===== config.mk =====
export PLATFORM = sky130hd
export DESIGN_NAME = sd_spi_block_reader_flat
export DESIGN_NICKNAME = d
export VERILOG_FILES = /design/src/sv/sdbr_pkg.sv /design/src/sv/sdbr_if.sv /design/src/sv/sdbr_seq.sv /design/src/sv/sd_spi_block_reader.sv /design/src/flat_wrapper.sv
export VERILOG_INCLUDE_DIRS = /design/src /design/src/sv
export SDC_FILE = /design/constraint.sdc
export NUM_CORES = 1
export LEC_CHECK = 0
export BUFFER_PORTS_ARGS = -buffer_cell sky130_fd_sc_hd__buf_2
export CAP_MARGIN = 25
export CORE_MARGIN = 5
export CORE_UTILIZATION = 60
export CTS_BUF_LIST = sky130_fd_sc_hd__clkbuf_4
export DETAILED_ROUTE_END_ITERATION = 7
export PLACE_DENSITY = 0.78
export SLEW_MARGIN = 20
export SYNTH_ARGS = -nofsm -noshare
export SYNTH_HDL_FRONTEND = slang
export SYNTH_SLANG_ARGS = --single-unit

===== constraint.sdc =====
create_clock -name i_clk -period 9.8 [get_ports i_clk]
set_input_delay 0 -clock i_clk [delete_from_list [all_inputs] [get_ports i_clk]]
set_output_delay 0 -clock i_clk [all_outputs]
set_load 0.05 [all_outputs]

===== src/sv/assert_macros.svh =====
// Assertion macros for the SD SPI block reader RTL.
// No dependencies; included by files that carry concurrent checks.
`ifndef ASSERT_MACROS_SVH
`define ASSERT_MACROS_SVH

// Same-cycle implication, disabled while reset is low.
`define SDBR_ASSERT_NOW(label, clk, rst_n, ante, cons) \
    label: assert property (@(posedge clk) disable iff (!(rst_n)) (ante) |-> (cons)) \
        else $error("sdbr: same-cycle check failed");

// Next-cycle implication, disabled while reset is low.
`define SDBR_ASSERT_NEXT(label, clk, rst_n, ante, cons) \
    label: assert property (@(posedge clk) disable iff (!(rst_n)) (ante) |=> (cons)) \
        else $error("sdbr: next-cycle check failed");

`endif


===== src/sv/sdbr_pkg.sv =====
// Package for the SD SPI block reader: item types, codes and constants.
// No dependencies; used by the interfaces, the sequencer and the top level.
package sdbr_pkg;

    // Block size in bytes; must be a power of two (16 to 4096).
    localparam int BLOCK_BYTES = 512;
    localparam int BLOCK_BITS  = $clog2(BLOCK_BYTES);
    // Wake-up bytes sent before chip select (1 to 15).
    localparam int WAKE_BYTES  = 10;
    localparam logic [3:0] WAKE_LIMIT = 4'(WAKE_BYTES);

    // Request codes
    localparam logic [1:0] FUNC_INIT  = 2'd0;
    localparam logic [1:0] FUNC_OPEN  = 2'd1;
    localparam logic [1:0] FUNC_FETCH = 2'd2;
    localparam logic [1:0] FUNC_DONE  = 2'd3;

    // Command indexes
    localparam logic [5:0] CMD_RESET = 6'd0;
    localparam logic [5:0] CMD_INIT  = 6'd1;
    localparam logic [5:0] CMD_READ  = 6'd17;

    localparam logic [2:0] FRAME_LAST = 3'd7;
    localparam logic [2:0] CRC_LEN    = 3'd2;

    localparam logic [7:0] BYTE_IDLE  = 8'hFF;
    localparam logic [7:0] BYTE_START = 8'h40;
    localparam logic [7:0] BYTE_CRC   = 8'h95;
    localparam logic [7:0] BYTE_TOKEN = 8'hFE;

    typedef enum logic [6:0] {
        PH_IDLE  = 7'b0000001,
        PH_WAKE  = 7'b0000010,
        PH_FRAME = 7'b0000100,
        PH_POLL  = 7'b0001000,
        PH_TOKEN = 7'b0010000,
        PH_DATA  = 7'b0100000,
        PH_CRC   = 7'b1000000
    } t_phase;

    typedef struct packed {
        logic [1:0]  func;
        logic [31:0] address;
        logic [7:0]  rx_byte;
    } t_req;

    typedef struct packed {
        logic       tx_valid;
        logic [7:0] tx_byte;
        logic       card_select;
        logic       data_valid;
        logic [7:0] data_byte;
        logic       response_valid;
        logic [7:0] response_code;
        logic       ready_res;
    } t_res;

endpackage


===== src/sv/sdbr_if.sv =====
// Valid/ready channels for request and result items of the block reader.
// Depends on sdbr_pkg for the payload structs.
interface sdbr_req_if import sdbr_pkg::*; ();
    logic valid;
    logic ready;
    t_req data;

    modport source (output valid, output data, input ready);
    modport sink (input valid, input data, output ready);
endinterface

interface sdbr_res_if import sdbr_pkg::*; ();
    logic valid;
    logic ready;
    t_res data;

    modport source (output valid, output data, input ready);
    modport sink (input valid, input data, output ready);
endinterface


===== src/sv/sdbr_seq.sv =====
// Byte sequencer state for the SD SPI block reader: phase, address, counters.
// Depends on sdbr_pkg; result is combinational from the accepted item.
module sdbr_seq import sdbr_pkg::*; (
    input  logic i_clk,
    input  logic i_rst_n,
    input  logic i_accept,
    input  t_req i_req,
    output t_res o_res
);

    t_phase      r_phase, n_phase;
    logic [31:0] r_addr, n_addr;
    logic [2:0]  r_frame, n_frame;
    logic [3:0]  r_wake, n_wake;
    logic [5:0]  r_cmd, n_cmd;
    logic        r_sel, n_sel;

    logic [3:0]  wake_inc;
    logic [2:0]  frame_inc;
    logic [31:0] addr_inc;
    logic [31:0] arg;
    logic [7:0]  frame_byte;
    logic        dvalid, rvalid;

    assign wake_inc  = r_wake + 4'd1;
    assign frame_inc = r_frame + 3'd1;
    assign addr_inc  = r_addr + 32'd1;

    // Advance the sequencer for one item
    always_comb begin
        n_phase = r_phase;
        n_addr  = r_addr;
        n_frame = r_frame;
        n_wake  = r_wake;
        n_cmd   = r_cmd;
        n_sel   = r_sel;
        dvalid  = 1'b0;
        rvalid  = 1'b0;
        if (r_phase == PH_IDLE) begin
            case (i_req.func)
                FUNC_INIT: begin
                    n_sel   = 1'b0;
                    n_wake  = 4'd0;
                    n_phase = PH_WAKE;
                end
                FUNC_OPEN: begin
                    n_addr  = i_req.address;
                    n_cmd   = CMD_READ;
                    n_frame = 3'd0;
                    n_phase = PH_FRAME;
                end
                FUNC_FETCH: begin
                    n_phase = PH_DATA;
                end
                default: ;
            endcase
        end else if (i_req.func == FUNC_DONE) begin
            case (r_phase)
                PH_WAKE: begin
                    n_wake = wake_inc;
                    if (wake_inc >= WAKE_LIMIT) begin
                        n_sel   = 1'b1;
                        n_cmd   = CMD_RESET;
                        n_frame = 3'd0;
                        n_phase = PH_FRAME;
                    end
                end
                PH_FRAME: begin
                    if (frame_inc >= FRAME_LAST) begin
                        n_frame = 3'd0;
                        n_phase = PH_POLL;
                    end else begin
                        n_frame = frame_inc;
                    end
                end
                PH_POLL: begin
                    if (i_req.rx_byte != BYTE_IDLE) begin
                        rvalid = 1'b1;
                        if (r_cmd == CMD_RESET) begin
                            n_cmd   = CMD_INIT;
                            n_frame = 3'd0;
                            n_phase = PH_FRAME;
                        end else if (r_cmd == CMD_READ) begin
                            n_phase = PH_TOKEN;
                        end else begin
                            n_phase = PH_IDLE;
                        end
                    end
                end
                PH_TOKEN: begin
                    if (i_req.rx_byte == BYTE_TOKEN) begin
                        n_phase = PH_IDLE;
                    end
                end
                PH_DATA: begin
                    dvalid = 1'b1;
                    n_addr = addr_inc;
                    // block boundary: skip CRC then reissue the read
                    if (addr_inc[BLOCK_BITS-1:0] == '0) begin
                        n_frame = 3'd0;
                        n_phase = PH_CRC;
                    end else begin
                        n_phase = PH_IDLE;
                    end
                end
                PH_CRC: begin
                    n_frame = frame_inc;
                    if (frame_inc >= CRC_LEN) begin
                        n_cmd   = CMD_READ;
                        n_frame = 3'd0;
                        n_phase = PH_FRAME;
                    end
                end
                default: begin
                    n_phase = PH_IDLE;
                end
            endcase
        end
    end

    // Pick the frame byte from the updated state
    assign arg = (n_cmd == CMD_READ) ? n_addr : 32'd0;
    always_comb begin
        case (n_frame)
            3'd0:    frame_byte = BYTE_IDLE;
            3'd1:    frame_byte = BYTE_START | {2'b00, n_cmd};
            3'd2:    frame_byte = arg[31:24];
            3'd3:    frame_byte = arg[23:16];
            3'd4:    frame_byte = arg[15:8];
            3'd5:    frame_byte = arg[7:0];
            default: frame_byte = BYTE_CRC;
        endcase
    end

    // Form the result item
    always_comb begin
        o_res.tx_valid       = (n_phase != PH_IDLE);
        o_res.tx_byte        = (n_phase == PH_FRAME) ? frame_byte : BYTE_IDLE;
        o_res.card_select    = n_sel;
        o_res.data_valid     = dvalid;
        o_res.data_byte      = dvalid ? i_req.rx_byte : 8'd0;
        o_res.response_valid = rvalid;
        o_res.response_code  = rvalid ? i_req.rx_byte : 8'd0;
        o_res.ready_res      = (n_phase == PH_IDLE);
    end

    // Hold state unless an item is accepted
    always_ff @(posedge i_clk) begin
        if (!i_rst_n) begin
            r_phase <= PH_IDLE;
            r_addr  <= 32'd0;
            r_frame <= 3'd0;
            r_wake  <= 4'd0;
            r_cmd   <= CMD_RESET;
            r_sel   <= 1'b0;
        end else if (i_accept) begin
            r_phase <= n_phase;
            r_addr  <= n_addr;
            r_frame <= n_frame;
            r_wake  <= n_wake;
            r_cmd   <= n_cmd;
            r_sel   <= n_sel;
        end
    end

endmodule


===== src/sv/sd_spi_block_reader.sv =====
// Top level of the SD SPI block reader: sequencer plus two-entry result buffer.
// Depends on sdbr_pkg, sdbr_if.sv, sdbr_seq and assert_macros.svh.
//
//   channel | dir | modport | payload
//   i_req   | in  | sink    | func, address, rx_byte
//   o_res   | out | source  | tx_valid, tx_byte, card_select, data_valid,
//           |     |         | data_byte, response_valid, response_code, ready_res
//
// Each request item yields one result item in the result register or skid entry.
// One item per cycle is taken while i_req ready is high, updating sequencer state.
// A result register and a skid entry hold results while o_res stalls; i_req
// ready drops only when both are full.
// Reset is synchronous, active low, and clears the phase, counters and buffer.
`include "assert_macros.svh"

module sd_spi_block_reader import sdbr_pkg::*; (
    input  logic       i_clk,
    input  logic       i_rst_n,
    sdbr_req_if.sink   i_req,
    sdbr_res_if.source o_res
);

    logic r_main_valid, n_main_valid;
    logic r_skid_valid, n_skid_valid;
    t_res r_main, n_main;
    t_res r_skid;
    t_res seq_res;
    logic in_acc, out_take;

    assign i_req.ready = !r_skid_valid;
    assign in_acc      = i_req.valid && i_req.ready;
    assign out_take    = o_res.valid && o_res.ready;
    assign o_res.valid = r_main_valid;
    assign o_res.data  = r_main;

    sdbr_seq u_seq (
        .i_clk    (i_clk),
        .i_rst_n  (i_rst_n),
        .i_accept (in_acc),
        .i_req    (i_req.data),
        .o_res    (seq_res)
    );

    // Route a new result into the main register or the skid entry
    always_comb begin
        n_main_valid = r_main_valid;
        n_skid_valid = r_skid_valid;
        n_main       = r_main;
        if (out_take) begin
            if (r_skid_valid) begin
                n_main       = r_skid;
                n_skid_valid = 1'b0;
            end else begin
                n_main_valid = in_acc;
                n_main       = seq_res;
            end
        end else if (in_acc) begin
            if (!r_main_valid) begin
                n_main_valid = 1'b1;
                n_main       = seq_res;
            end else begin
                n_skid_valid = 1'b1;
            end
        end
    end

    always_ff @(posedge i_clk) begin
        if (!i_rst_n) begin
            r_main_valid <= 1'b0;
            r_skid_valid <= 1'b0;
        end else begin
            r_main_valid <= n_main_valid;
            r_skid_valid <= n_skid_valid;
        end
    end

    // Payload registers carry no reset
    always_ff @(posedge i_clk) begin
        r_main <= n_main;
        if (in_acc && r_main_valid && !out_take) begin
            r_skid <= seq_res;
        end
    end

    `SDBR_ASSERT_NOW(a_skid_needs_main, i_clk, i_rst_n, r_skid_valid, r_main_valid)
    `SDBR_ASSERT_NEXT(a_stall_fills_skid, i_clk, i_rst_n, in_acc && r_main_valid && !out_take, r_skid_valid)
    `SDBR_ASSERT_NOW(a_ready_vs_tx, i_clk, i_rst_n, r_main_valid, r_main.ready_res != r_main.tx_valid)
    `SDBR_ASSERT_NOW(a_one_report, i_clk, i_rst_n, r_main_valid, !(r_main.data_valid && r_main.response_valid))

endmodule


===== src/flat_wrapper.sv =====
// flat-port wrapper written by rule: the top's interface ports become plain ports
module sd_spi_block_reader_flat import sdbr_pkg::*;
  (i_clk, i_rst_n, i_req_valid, i_req_data, i_req_ready, o_res_valid, o_res_data, o_res_ready);
  sdbr_req_if i_req_i ();
  sdbr_res_if o_res_i ();
  input  logic i_clk;
  input  logic i_rst_n;
  input wire logic [$bits(i_req_i.valid)-1:0] i_req_valid;
  input wire logic [$bits(i_req_i.data)-1:0] i_req_data;
  output wire logic [$bits(i_req_i.ready)-1:0] i_req_ready;
  output wire logic [$bits(o_res_i.valid)-1:0] o_res_valid;
  output wire logic [$bits(o_res_i.data)-1:0] o_res_data;
  input wire logic [$bits(o_res_i.ready)-1:0] o_res_ready;
  assign i_req_i.valid = i_req_valid;
  assign i_req_i.data = i_req_data;
  assign i_req_ready = i_req_i.ready;
  assign o_res_valid = o_res_i.valid;
  assign o_res_data = o_res_i.data;
  assign o_res_i.ready = o_res_ready;
  sd_spi_block_reader u_core (.i_clk(i_clk), .i_rst_n(i_rst_n), .i_req(i_req_i), .o_res(o_res_i));
endmodule

==> results of run 1 <==
[repair_timing]
action / in CTS / in global routing
resized for setup: 0 / 0
hold buffers: 30 / 1
hold endpoints to repair: 52 / 1
[power by group through the flow]
stage	sequential (mW)	combinational, mW	clock (mW)
floorplan	0.578	0.159	0
global placement	0.561	0.252	0
detailed placement	0.562	0.257	0
CTS	0.552	0.267	0.417
global route	0.558	0.293	0.442
finish	0.554	0.275	0.415
[metal layers]
| metal | wire [um] | global-route usage | share of wire | vias up |
|---|---|---|---|---|
| met3 | 2359 | 0.07459 | 0.11 | 67 |
| li1 | - | - | - | 3133 |
| met2 | 10370 | 0.4996 | 0.47 | 457 |
| met5 | 0 | 0 | 0 | - |
| met4 | 689 | 0.1204 | 0.031 | 0 |
| met1 | 8576 | 0.4103 | 0.39 | 3202 |
[sequential cells by signal (all words and copies together) (netlist names)]
register              count
u_core.o_res.data        29
u_core.o_res.valid        1
u_core.r_skid            29
u_core.r_skid_valid       1
u_core.u_seq.r_addr      32
u_core.u_seq.r_cmd        6
u_core.u_seq.r_frame      3
u_core.u_seq.r_phase      7
u_core.u_seq.r_sel        1
u_core.u_seq.r_wake       4
[final timing paths]
kind                      startpoint                       to  slack [ns]  depth (start not counted)
max          u_core.u_seq.r_phase[6]    u_core.o_res.data[25]        5.65                          8
min                   i_req_data[35]  u_core.u_seq.r_addr[27]        0.03                          6
max reg2reg  u_core.u_seq.r_phase[6]    u_core.o_res.data[25]        5.65                          8
min reg2reg       u_core.u_seq.r_sel       u_core.u_seq.r_sel        0.50                          2
[kinds of logic (layout without fill, tap and decap cells)]
kind of cell             count (synthesis)  after routing  synth area share
multiplexers                            26             26           0.04120
AND/OR/NAND/NOR                        346            346            0.2613
AO/OA/AOI/OAI                          225            225            0.2268
XOR/XNOR                                10             10           0.01265
buffers and inverters                   63            165           0.03668
flip-flops                             113            113            0.4106
adder cells (fa/ha/maj)                  6              6           0.01084
[cell type report]
| type | instances | area, um2 |
|---|---|---|
| clock buffer | 17 | 127.6 |
| fill | 871 | 3341 |
| timing repair buffer | 121 | 793.3 |
| inverter | 12 | 45.04 |
| tap | 143 | 178.9 |
| sequential | 113 | 2843 |
| multi-input combinational | 613 | 3836 |
| clock inverter | 15 | 205.2 |
[Yosys cell counts, types with 5 or more instances]
| master | instances | area [um2] |
|---|---|---|
| nor3_1 | 19 | 95.09 |
| o21a_1 | 5 | 37.54 |
| mux2i_1 | 6 | 60.06 |
| a211o_1 | 8 | 70.07 |
| edfxtp_1 | 58 | 1742 |
| a21o_1 | 5 | 37.54 |
| nor2b_1 | 11 | 68.82 |
| a21oi_1 | 36 | 180.2 |
| nor2_1 | 57 | 214.0 |
| a22oi_1 | 6 | 45.04 |
| o221ai_1 | 5 | 43.79 |
| o211a_1 | 7 | 70.07 |
| nand4_1 | 18 | 112.6 |
| inv_1 | 12 | 45.04 |
| o31ai_1 | 6 | 45.04 |
| xnor2_1 | 6 | 52.55 |
| mux2_2 | 20 | 225.2 |
| nor3b_1 | 7 | 52.55 |
| a211oi_1 | 9 | 67.56 |
| clkbuf_1 | 38 | 142.6 |
| and2_1 | 43 | 269.0 |
| nor4_1 | 10 | 62.56 |
| and3_1 | 10 | 62.56 |
| nand3_1 | 23 | 115.1 |
| o22ai_1 | 5 | 31.28 |
| a21boi_0 | 19 | 142.6 |
| a31oi_1 | 5 | 31.28 |
| ha_1 | 6 | 75.07 |
| nand2_1 | 109 | 409.1 |
| o211ai_1 | 9 | 67.56 |
| buf_2 | 8 | 40.04 |
| o21ai_0 | 55 | 275.3 |
| dfxtp_1 | 55 | 1101 |
[per-stage QoR]
step	hold WS [ns]	worst slack (ns)	util	area, um2	total power [mW]
3_3_place_gp	0.3005	5.897	0.6492	7381	0.8131
2_1_floorplan	0.1600	6.031	-	6924	0.7364
4_1_cts	0.0005683	5.799	0.7053	8019	1.235
6_report	0.02687	5.649	0.7062	8029	1.244
5_1_grt	0.05563	5.411	0.7062	8029	1.293
3_5_place_dp	0.3475	5.874	0.6496	7386	0.8187
[worst min-delay path, delay by kind of cell]
family	cells	cell delay, ns
AO/OA/AOI/OAI	1	0.10
buffers and inverters	1	0.10
AND/OR/NAND/NOR	4	0.36
==> key figures, run 1 <==
Timing
  • RSZ-0062 raised after global routing: no
  • Max Freq: 240.9 MHz
  • Clk_skew: 0.02022 ns
  • Hold Violations, Final: 0
  • Tmin final: 4.151 ns
  • Worst rel slew slack: 0.3149
  • Slew Limit Fails: 0
  • Final-report setup violation count: 0
  • Fin Setup TNS: 0 ns
  • Crit share post-route: 0.4236
  • Worst-Margin Slew: 1.025 ns

Pwr
  • Seq pwr share: 0.445
  • Sw frac: 0.3376
  • Leak Pwr: 3.047 nW
  • Sw power: 419.9 uW
  • Pwr per Cell Area: 154.9 mW/mm2
  • Max VDD drop: 0.1260 mV
  • Pint: 823.7 uW
  • Combinational power share: 0.221
  • Clock power share: 0.334

Place
  • Port buffer count: 76
  • HPWL after detailed placement: 14780 um
  • Placed cell count: 971
  • Routability cong.: 1.048

Setup path
  • CP Max Fanout: 12
  • CP peak stage delay: 0.71 ns
  • Top Family by Delay on Critical Path: simple AND/OR/NAND/NOR gates
  • Most used cell, CP: o21ai_0
  • Buf/Inv on CP: 0
  • Crit path cell chain: or4_1 -> o21ai_0 -> nor2_1 -> a32o_1 -> nor3_1 -> o21ai_0 -> a221o_1 -> mux2_2
  • Worst Path Required: 10.11 ns
  • CP Capture Type: register
  • Crit-path slowest cell: or4_1
  • CP arrival: 4.46 ns
  • Critical path type: register to register
  • Startpoint types: register

Yosys
  • Yosys warnings: 0
  • Post-Syn Nets: 841
  • Syn avg cell area: 8.776 um2
  • Cells after Synth: 789
  • Number of flops mapped to enable cells by yosys: 58
  • Seq cells post-synth: 113
  • Yosys cell types: 83
  • Prevailing post-synth register cell: edfxtp_1
  • Mapped Area: 0.006924 mm2
  • Async S/R FF share, synth: 0
  • Post-synthesis sequential area ratio: 0.4106

Finish
  • Ratio of cells with drive above 1 in the final layout: 0.1897
  • N_diodes: 0
  • Net count reported at finish: 930
  • Non-Filler Instances: 1034
  • Commonest non-fill, non-tap cell in the layout: nand2_1
  • Synth-to-layout area growth: 15.96%
  • Most frequent cells in the layout: nand2_1, buf_2, edfxtp_1

Floorplanning
  • Core region area: 0.01137 mm2
  • Die width: 117.4 um
  • # IOs: 77
  • Chip height: 117.4 um
  • Initial Utilization: 0.6090
  • DIE AREA: 0.01379 mm2
  • Core Rows: 39

GRT
  • Vias in the first global route: 6505
  • First-pass GRT wire length: 34870 um
  • Largest net degree at the start of global routing: 67
  • Overflow after GRT: 0
  • GRT Total Usage: 0.3126
  • Initial antenna violation count: 0

Status
  • Outcome: finished, final reports clean

Clocking
  • Worst-Skew Late Latency: 0.56 ns
  • CTS Root Cell: clkbuf_4
  • H-Tree Depth: 4
  • TritonCTS clock tree: built
  • CTS sink count: 113
  • CTS max path bufs: 2
  • Post-CTS setup buffers: 0
  • CTS clk-pin slew, worst paths: 0.12 ns
  • Num CTS Buffers: 17

Route
  • Routed vias/inst: 6.633
  • Drt total wl: 22000 um
  • DR iter-0 viols: 917
  • Drt pass-1 iters: 6
  • Drt drc: 0
  • Routed len/inst: 21.28 um
  • Vias: 6859
  • Post-DRT Antenna Nets: 0

Run
  • MaxCap Viol Count: 0

Hold path
  • Min-Delay Path Class: primary input to register
Note: power is estimated with default switching activity, not from simulation.
==> run 2, diff against run 1 <==
clock period = 4 ns   (was 9.8 ns; I/O delays follow)
==> run 2 against run 1 <==
  * Sequential cell count unchanged
  * Worst hold slack improved by 0.0097 ns
  * Combinational power increased by 150%
  * Clock power increased by 120%
  * Total power increased by 140%
==> key figures, run 2 (synthesis gave the netlist of run 1 again) <==
Setup path
  • CP arrival: 4.18 ns (-0.28 ns)
  • Critical path type: register to register
  • R2R Path Start: u_core.u_seq.r_phase[2]
  • Setup slack, reg-to-reg: 0.23 ns (-5.42 ns)
  • CP Capture Type: register
  • R2r endpoint: u_core.o_res.data[25]
  • Crit path cell chain: or4_1 -> or4_4 -> nor3_2 -> a21o_1 -> a21oi_1 -> a211oi_1 -> a22o_1 -> a221o_1 -> mux2_2
  • Worst Path Required: 4.41 ns (-5.70 ns)
  • Reg2Reg Depth: 9 (+1)
  • CP peak stage delay: 0.70 ns (about the same)
  • Crit-path slowest cell: or4_1
  • CP Max Fanout: 13 (+1)
  • Startpoint types: register

Clocking
  • CTS clk-pin slew, worst paths: 0.12 ns (about the same)
  • Num CTS Buffers: 17 (unchanged)
  • CTS Root Cell: clkbuf_4
  • CTS max path bufs: 2 (unchanged)
  • # hold bufs at CTS: 29 (-3.3%)
  • H-Tree Depth: 4 (unchanged)
  • CTS resizes: 0 (unchanged)
  • CTS sink count: 113 (unchanged)
  • TritonCTS clock tree: built
  • Post-CTS setup buffers: 0 (unchanged)
  • Worst-Skew Late Latency: 0.54 ns (-0.02 ns)

Place
  • DP Area: 0.007553 mm2 (+2.3%)
  • Routability cong.: 0.9562 (-8.8%)
  • Port buffer count: 76 (unchanged)
  • Pre-CTS WS: 0.3563 ns (-5.518 ns)
  • HPWL after detailed placement: 15690 um (+6.2%)

Finish
  • Ratio of cells with drive above 1 in the final layout: 0.2075 (+0.01779)
  • Largest reg by FF count: u_core.u_seq.r_addr
  • Reg area: 0.002843 mm2 (unchanged)
  • Net count reported at finish: 950 (+2.2%)
  • Commonest non-fill, non-tap cell in the layout: nand2_1
  • Design area: 0.008144 mm2 (+1.4%)
  • Max reg flops: 32 (unchanged)
  • N_diodes: 0 (unchanged)
  • Most frequent cells in the layout: nand2_1, buf_2, edfxtp_1
  • Filler instances: 876 (+0.57%)
  • Synth-to-layout area growth: 17.62%
  • Multi-input logic area: 0.003836 mm2 (unchanged)

Timing
  • Hold Violations, Final: 0 (unchanged)
  • Slew Limit Fails: 0 (unchanged)
  • Final-report setup violation count: 0 (unchanged)
  • RSZ-0062 raised after global routing: no
  • Tmin final: 3.770 ns (-0.3811 ns)
  • Clk_skew: 0.01988 ns (-0.0003328 ns)
  • Worst-Margin Slew: 0.9226 ns (-0.1021 ns)
  • Fin worst setup slack: 0.2301 ns (-5.419 ns)
  • Fin Setup TNS: 0 ns (unchanged)
  • Max Freq: 265.3 MHz (+10%)
  • Crit share post-route: 0.9425 (+0.5189)
  • Worst rel slew slack: 0.3802 (+0.06526)

Floorplanning
  • Die width: 117.4 um (unchanged)
  • Initial Utilization: 0.6090 (unchanged)
  • Chip height: 117.4 um (unchanged)
  • Core Rows: 39 (unchanged)
  • Core region area: 0.01137 mm2 (unchanged)
  • DIE AREA: 0.01379 mm2 (unchanged)
  • # IOs: 77 (unchanged)

Run
  • MaxCap Viol Count: 0 (unchanged)

Route
  • Routed vias/inst: 6.570 (-0.95%)
  • Post-DRT Antenna Nets: 0 (unchanged)
  • Vias: 6925 (+0.96%)
  • Drt total wl: 22330 um (+1.5%)
  • Routed len/inst: 21.19 um (-0.41%)
  • Drt pass-1 iters: 8 (+2)
  • Drt drc: 0 (unchanged)
  • DR iter-0 viols: 845 (-7.9%)

Hold path
  • Hold Path Depth: 6 (unchanged)
  • WHS Endpoint: u_core.u_seq.r_addr[27]
  • Hold Path Origin: i_req_data[35]
  • Min-Delay Path Class: primary input to register

Pwr
  • Pwr per Cell Area: 363.9 mW/mm2 (+130%)
  • Max VDD drop: 0.3278 mV (+160%)
  • Leak Pwr: 3.133 nW (+2.8%)

GRT
  • Initial antenna violation count: 0 (unchanged)
  • Overflow after GRT: 0 (unchanged)
  • Vias in the first global route: 6729 (+3.4%)
  • First-pass GRT wire length: 35930 um (+3.0%)
  • Largest net degree at the start of global routing: 64 (-4.5%)
  • GRT Total Usage: 0.3223 (+0.009678)

Status
  • Outcome: finished, final reports clean
-- run 2: cell types whose count changed in the layout (fill, tap and decap cells not counted), sizes merged --
cell         change
buf             +22
clkbuf           +1
inv              -3
bufinv           -1
dlygate4sd3      -2
clkinv           +3
-- run 2: routing by layer --
layer | global-route usage | vias to the layer above | part of all wire
met5 | 0 | - | 0
met3 | 0.08662 | 58 | 0.11
li1 | - | 3168 | -
met4 | 0.1204 | 0 | 0.024
met1 | 0.4259 | 3261 | 0.41
met2 | 0.5064 | 438 | 0.46
-- run 2: worst max path at each step --
stage,from,to,cells after the start
detailed placement,u_core.u_seq.r_phase[2],u_core.o_res.data[26],9
CTS,u_core.u_seq.r_phase[2],u_core.o_res.data[26],9
floorplan,u_core.r_skid_valid,u_core.o_res.data[0],5
global route,u_core.u_seq.r_phase[2],u_core.o_res.data[25],9
finish,u_core.u_seq.r_phase[2],u_core.o_res.data[25],9
global placement,u_core.u_seq.r_phase[2],u_core.o_res.data[26],9
-- run 2: critical path, delay by kind of cell (launching register included) --
family	cells	cell delay, ns
flip-flops	1	0.49
AND/OR/NAND/NOR	3	1.69
AO/OA/AOI/OAI	5	1.29
multiplexers	1	0.16
-- run 2: through the flow --
stage               hold slack, ns  utilization  total power, mW  std cells
global placement            0.2931       0.6644            2.009        993
global route               0.06027       0.7163            3.085       1054
detailed placement          0.3254       0.6644            2.021        993
CTS                        0.01714       0.7163            2.945       1054
finish                     0.03654       0.7163            2.964       1054
floorplan                   0.1600            -            1.804        789
-- run 2: cell type report --
class	count	area share
clock buffers	18	0.01659
clock inverters	14	0.02028
inverters	12	0.005531
multi-input cells	613	0.4710
flip-flops and latches	113	0.3491
well taps	143	0.02197
repair buffers	141	0.1155
-- run 2: report_power, final --
| part | leakage (nW) | internal (mW) | total (mW) | switching [mW] |
|---|---|---|---|---|
| logic | 1.99 | 0.241 | 0.687 | 0.446 |
| registers | 0.988 | 1.28 | 1.36 | 0.0766 |
| clock network | 0.153 | 0.437 | 0.919 | 0.481 |
| total | 3.13 | 1.96 | 2.96 | 1.00 |
